## src/hw/rtl/ins_sort_pkg.sv

```systemverilog
// Shared types and constants for the insertion sorter.
// No dependencies; used by ins_sort_cell and insertion_sorter.
`timescale 1ns / 1ps

package ins_sort_pkg;

    localparam int VALUE_W       = 32;
    localparam int MAX_ITEMS_DEF = 16;

    typedef logic signed [VALUE_W-1:0] value_t;

    // link between neighbouring cells
    typedef struct packed {
        logic   occ;
        logic   gt;
        value_t val;
    } link_t;

endpackage

```

## src/hw/rtl/ins_sort_cell.sv

```systemverilog
// One cell of the insertion chain: holds one sorted entry and its occupancy.
// Depends on ins_sort_pkg.
`timescale 1ns / 1ps

module ins_sort_cell
(
    input  logic                 clk,
    input  logic                 rst_n,
    input  logic                 insert_en,
    input  logic                 shift_en,
    input  ins_sort_pkg::value_t new_value,
    input  ins_sort_pkg::link_t  from_lower,
    input  ins_sort_pkg::link_t  from_upper,
    output ins_sort_pkg::link_t  link
);

    logic                 occ_reg;
    logic                 occ_next;
    ins_sort_pkg::value_t val_reg;
    ins_sort_pkg::value_t val_next;
    logic                 gt_self;
    logic                 take_new;

    assign gt_self  = occ_reg && (val_reg > new_value);
    assign take_new = !from_lower.gt && (gt_self || (!occ_reg && from_lower.occ));

    always_comb
    begin
        occ_next = occ_reg;
        val_next = val_reg;
        if (shift_en)
        begin
            occ_next = from_upper.occ;
            val_next = from_upper.val;
        end
        else if (insert_en)
        begin
            if (from_lower.gt)
            begin
                occ_next = 1'b1;
                val_next = from_lower.val;
            end
            else if (take_new)
            begin
                occ_next = 1'b1;
                val_next = new_value;
            end
        end
    end

    always_ff @(posedge clk or negedge rst_n)
    begin
        if (!rst_n)
        begin
            occ_reg <= 1'b0;
        end
        else
        begin
            occ_reg <= occ_next;
        end
    end

    always_ff @(posedge clk)
    begin
        val_reg <= val_next;
    end

    assign link.occ = occ_reg;
    assign link.gt  = gt_self;
    assign link.val = val_reg;

endmodule

```

## src/hw/rtl/insertion_sorter.sv

```systemverilog
// Top level of the streaming stable insertion sorter: a chain of ins_sort_cell.
// Depends on ins_sort_pkg and ins_sort_cell.
`timescale 1ns / 1ps

// Takes one signed word per cycle and inserts it in place in a chain of
// MAX_ITEMS cells: every cell compares against the incoming word at once,
// and entries strictly greater move up one cell, so equal words keep their
// arrival order. Words arriving while all cells are full are dropped and
// overflow_seen is raised on every result of that set. The word with
// set_end high is inserted (or dropped) first; the chain then drains
// through the lowest cell, smallest first, one result per cycle while
// out_ready is high, with run_end on the last. in_ready stays low while
// draining, so the next set is taken only after the last result is accepted.

module insertion_sorter
#(
    parameter int MAX_ITEMS = ins_sort_pkg::MAX_ITEMS_DEF
)
(
    input  logic                 clk,
    input  logic                 rst_n,
    input  logic                 in_valid,
    output logic                 in_ready,
    input  ins_sort_pkg::value_t sample_value,
    input  logic                 set_end,
    output logic                 out_valid,
    input  logic                 out_ready,
    output ins_sort_pkg::value_t sorted_value,
    output logic                 run_end,
    output logic                 overflow_seen
);

    ins_sort_pkg::link_t links [MAX_ITEMS];
    ins_sort_pkg::link_t lower [MAX_ITEMS];
    ins_sort_pkg::link_t upper [MAX_ITEMS];

    logic drain_reg;
    logic drain_next;
    logic dropped_reg;
    logic dropped_next;
    logic in_fire;
    logic out_fire;
    logic full;
    logic insert_en;

    assign full      = links[MAX_ITEMS-1].occ;
    assign in_ready  = !drain_reg;
    assign in_fire   = in_valid && in_ready;
    assign insert_en = in_fire && !full;

    assign out_valid     = drain_reg && links[0].occ;
    assign sorted_value  = links[0].val;
    assign run_end       = !links[1].occ;
    assign overflow_seen = dropped_reg;
    assign out_fire      = out_valid && out_ready;

    genvar i;
    generate
        for (i = 0; i < MAX_ITEMS; i++)
        begin : g_cell
            if (i == 0)
            begin : g_first
                assign lower[i] = '{occ: 1'b1, gt: 1'b0, val: '0};
            end
            else
            begin : g_mid_lo
                assign lower[i] = links[i-1];
            end

            if (i == MAX_ITEMS - 1)
            begin : g_last
                assign upper[i] = '{occ: 1'b0, gt: 1'b0, val: '0};
            end
            else
            begin : g_mid_hi
                assign upper[i] = links[i+1];
            end

            ins_sort_cell u_cell
            (
                .clk        (clk),
                .rst_n      (rst_n),
                .insert_en  (insert_en),
                .shift_en   (out_fire),
                .new_value  (sample_value),
                .from_lower (lower[i]),
                .from_upper (upper[i]),
                .link       (links[i])
            );
        end
    endgenerate

    always_comb
    begin
        drain_next   = drain_reg;
        dropped_next = dropped_reg;
        if (out_fire && run_end)
        begin
            drain_next   = 1'b0;
            dropped_next = 1'b0;
        end
        else if (in_fire)
        begin
            drain_next   = set_end;
            dropped_next = dropped_reg || full;
        end
    end

    always_ff @(posedge clk or negedge rst_n)
    begin
        if (!rst_n)
        begin
            drain_reg   <= 1'b0;
            dropped_reg <= 1'b0;
        end
        else
        begin
            drain_reg   <= drain_next;
            dropped_reg <= dropped_next;
        end
    end

endmodule
```

## config.mk

```make
export PLATFORM = sky130hd
export DESIGN_NAME = insertion_sorter
export DESIGN_NICKNAME = d
export VERILOG_FILES = /design/src/hw/rtl/ins_sort_pkg.sv /design/src/hw/rtl/ins_sort_cell.sv /design/src/hw/rtl/insertion_sorter.sv
export SDC_FILE = /design/constraint.sdc
export NUM_CORES = 2
export LEC_CHECK = 0
export ABC_AREA = 0
export ABC_CLOCK_PERIOD_IN_PS = 5150
export BUFFER_PORTS_ARGS = -buffer_cell sky130_fd_sc_hd__buf_2
export CELL_PAD_IN_SITES_DETAIL_PLACEMENT = 1
export CELL_PAD_IN_SITES_GLOBAL_PLACEMENT = 1
export CORE_MARGIN = 2
export CORE_UTILIZATION = 40
export CTS_CLUSTER_SIZE = 40
export DETAILED_ROUTE_END_ITERATION = 16
export MAX_ROUTING_LAYER = met4
export PLACE_DENSITY = 0.68
export RECOVER_POWER = 25
export SLEW_MARGIN = 20
export SYNTH_ARGS = -nofsm -noshare
export SYNTH_HDL_FRONTEND = slang
export SYNTH_SLANG_ARGS = --single-unit
```

## constraint.sdc

```tcl
create_clock -name clk -period 5.15 [get_ports clk]
set_clock_uncertainty 0.05 [all_clocks]
set_input_delay 0.2575 -clock clk [delete_from_list [all_inputs] [get_ports clk]]
set_output_delay 0.2575 -clock clk [all_outputs]
set_load 0.005 [all_outputs]
```

==> parameters.txt <==
Parameter                              Value

Run status
  Result of the run ... finished with violations
  Failing checks ... capacitance limit, slew limit

Final layout
  Area of combinational cells with multiple inputs ... 20500 um2
  Cell area after layout ... 41000 um2
  NumNets Final ... 4200
  Flip-flop count of the largest register after layout ... 512
  Fill cell total of the finished layout ... 10200
  Layout cell share with drive strength beyond 1 ... 7.40%
  Layout area overhead ... 10.8%
  Storage cell area ... 15500 um2

Synthesis
  Leading register cell type out of synthesis ... edfxtp_1
  Main area contributors after synthesis ... edfxtp_1, ha_1, mux2i_1
  Avg Cell Area, Syn ... 10.2 um2
  Total of warnings raised by yosys ... 0
  Sequential share of the synthesized area ... 41.9%
  Leading post-synthesis cells by instance count ... nand2_1, o21ai_0, edfxtp_1, ha_1, mux2i_1
  Synthesized instance count ... 3641
  Number of register bits inferred by synthesis ... 530
  Syn nets ... 4158
  Yosys top cell area share ... 38.9%
  Cell area after synthesis ... 37000 um2
  Async set-reset flop share out of synthesis ... 3.40%
  Distinct cell type count after synthesis ... 70
  Post-synth EDFFs ... 480
  Cell type contributing the most total cell area after synthesis ... edfxtp_1
  Most frequent cell after synthesis ... nand2_1

Routing
  Post-detailed-routing wire length ... 115000 um
  WL met3 ... 3990 um
  Routed length on met2 ... 52200 um
  Met1 wire length ... 55200 um
  Via-per-instance ratio ... 5.82
  Top Metal Used ... met4
  Number of iterations in the first detailed-routing pass ... 8
  Total via count after detailed routing ... 28600
  Post-route DRC violation count ... 0
  Antenna Violating Nets Remaining ... 0
  Number of DRC markers after the initial detailed-route iteration ... 2024
  Per-cell routed wire length ... 23.3 um

Critical path
  Data required time at the worst endpoint ... 5.53 ns
  Critical path endpoint category ... flip-flop
  Critical path type ... in -> reg
  Maximum fanout encountered on the critical timing path ... 16
  Category of the worst setup path launch point ... input pin
  Crit path DAT ... 4.82 ns

Run
  Max Cap Violations ... 2

Power
  Max VDD drop ... 0.360 mV
  Total power per unit cell area ... 666 nW/um2
  Leakage dissipation ... 0.0170 uW

STA
  Fin Setup TNS ... 0 ns
  Highest achievable clock rate ... 225 MHz
  Worst-Margin Slew ... 2.59 ns
  RSZ-0062 raised after global routing ... false
  Final setup margin ... 0.703 ns
  Final setup fails ... 0
  Fin. max-slew vios ... 183
  Period Utilization, post-route ... 86.3%
  Final Hold Viols ... 0
  Worst slew margin ... -72.4%
  Min cycle time layout ... 4.45 ns

GRT
  Gr usage total ... 24.6%
  Pin count of the biggest net entering global routing ... 222
  Number of antenna violations at the first check in global routing ... 1
  Vias in the first global route ... 29400
  Wire length of the first global-routing pass ... 177000 um
  Aggregate global routing overflow ... 0

CTS
  Number of clock sinks seen by CTS ... 530
  Number of buffers added for setup after CTS ... 0
  Total clock buffers created by CTS ... 61
  CTS Root Cell ... clkbuf_16
  Clk Latency, worst-skew pair ... 0.65 ns
  Maximum root-to-sink buffer count ... 3
  Maximum level of the CTS H-tree ... 2
  TritonCTS clock tree ... built
  Clock transition at path regs ... 0.06 ns

Placed design
  HPWL after detailed placement ... 88300 um
  Worst setup timing slack at the placement stage ... 0.349 ns
  RD Place Congestion ... 0.873
  Placed Area ... 39100 um2
  PortBufs ... 72

Worst hold path
  Class of the tightest hold or removal check ... in -> reg

Floorplan
  Die Outline Area ... 95000 um2
  Initial Utilization ... 40.4%
  Number of ports placed on the die boundary ... 73
  Floorplan Core Area ... 91700 um2
  Total number of placement rows ... 111
  Height of the die ... 308 um
  Die span in x ... 308 um
## power breakdown
part	internal (uW)	switching, uW	leakage [uW]
clock network	2520	1840	0.000960
registers	8020	2010	0.00502
logic	5220	7720	0.0111
## cells in the final DEF (no fill, tap or decap), types with 10 or more instances in the layout
cell type    n
nand2_1    580
buf_2       61
inv_1       76
nor3_1      14
ha_1       480
clkbuf_16   61
a21o_1      52
o221ai_1    11
nand3_1     48
mux2i_1    473
dfrtp_1     18
o21ai_1     54
o211ai_1    17
clkbuf_1    42
nand4_1     89
nor2_1      54
a211oi_1    23
edfxtp_1   480
nor2b_1     18
buf_12      10
nor4_1      16
and4_1      13
dfxtp_1     32
a31oi_1     12
clkbuf_8    11
clkinv_2    10
a21oi_1    233
buf_4       87
o21ai_0    509
## cell families after synthesis
logic type | Yosys count | share of synthesized area (%)
and+or+nand+nor | 867 | 10.3
AOI/OAI and AO/OA | 998 | 15.1
DFF | 530 | 41.9
buffers and inverters | 286 | 3.46
muxes | 480 | 13.0
adders and majority gates | 480 | 16.2
## layer usage
layer	up-vias	GRT usage, %
met2	517	39.0
met1	14200	33.7
met4	0	6.63
met5	-	-
li1	13800	-
met3	155	2.27
## per-stage QoR
| step | utilization (%) | instances | hold slack [ns] | total power [uW] |
|---|---|---|---|---|
| floorplan | - | 3641 | -0.0881 | 18600 |
| global placement | 42.7 | 4801 | 0.204 | 22500 |
| detailed placement | 42.7 | 4801 | 0.203 | 23000 |
| CTS | 44.8 | 4917 | 0.0567 | 27500 |
| global route | 44.8 | 4918 | 0.117 | 29400 |
| finish | 44.8 | 4920 | 0.112 | 27300 |
## worst paths after layout
check | start | endpoint | slack, ns | cells past startpoint
min in group asynchronous | rst_n | g_cell[1].u_cell.occ_reg$_DFFE_PN0P_ | 0.38 | 2
min | sample_value[19] | g_cell[15].u_cell.val_reg[19]$_SDFFE_PP0P_ | 0.11 | 3
max | sample_value[29] | g_cell[15].u_cell.val_reg[10]$_SDFFE_PP0P_ | 0.70 | 12
min reg2reg | g_cell[15].u_cell.val_reg[5]$_SDFFE_PP0P_ | g_cell[14].u_cell.val_reg[5]$_DFFE_PP_ | 0.48 | 2
max in group asynchronous | rst_n | g_cell[12].u_cell.occ_reg$_DFFE_PN0P_ | 3.90 | 2
max reg2reg | drain_reg$_DFFE_PN0P_ | g_cell[3].u_cell.val_reg[8]$_DFFE_PP_ | 0.84 | 4
## what timing repair did
action                                 in CTS  in global routing
resized for setup                           0                  0
setup endpoints to repair                   0                  0
hold buffers                                4                  0
endpoints found under the hold margin      20                  0
## worst max-delay path: stages
cell	delay, ns
buf_2	0.38
inv_1	0.41
clkbuf_1	0.37
ha_1	0.40
nand4_1	0.13
nor4_1	0.65
nor2_1	0.11
a21o_1	0.18
a21oi_1	1.06
buf_4	0.48
mux2i_1	0.26
a21oi_1	0.09
## layout make-up
| type | instances | area share, % |
|---|---|---|
| Multi-Input combinational cell | 2825 | 49.9 |
| Sequential cell | 530 | 37.8 |
| Clock buffer | 90 | 4.25 |
| Tap cell | 1186 | 3.62 |
| Timing Repair Buffer | 189 | 3.23 |
| Inverter | 76 | 0.695 |
| Clock inverter | 22 | 0.488 |
| Antenna cell | 2 | 0.0122 |
Power figures use the tool's default switching activity.
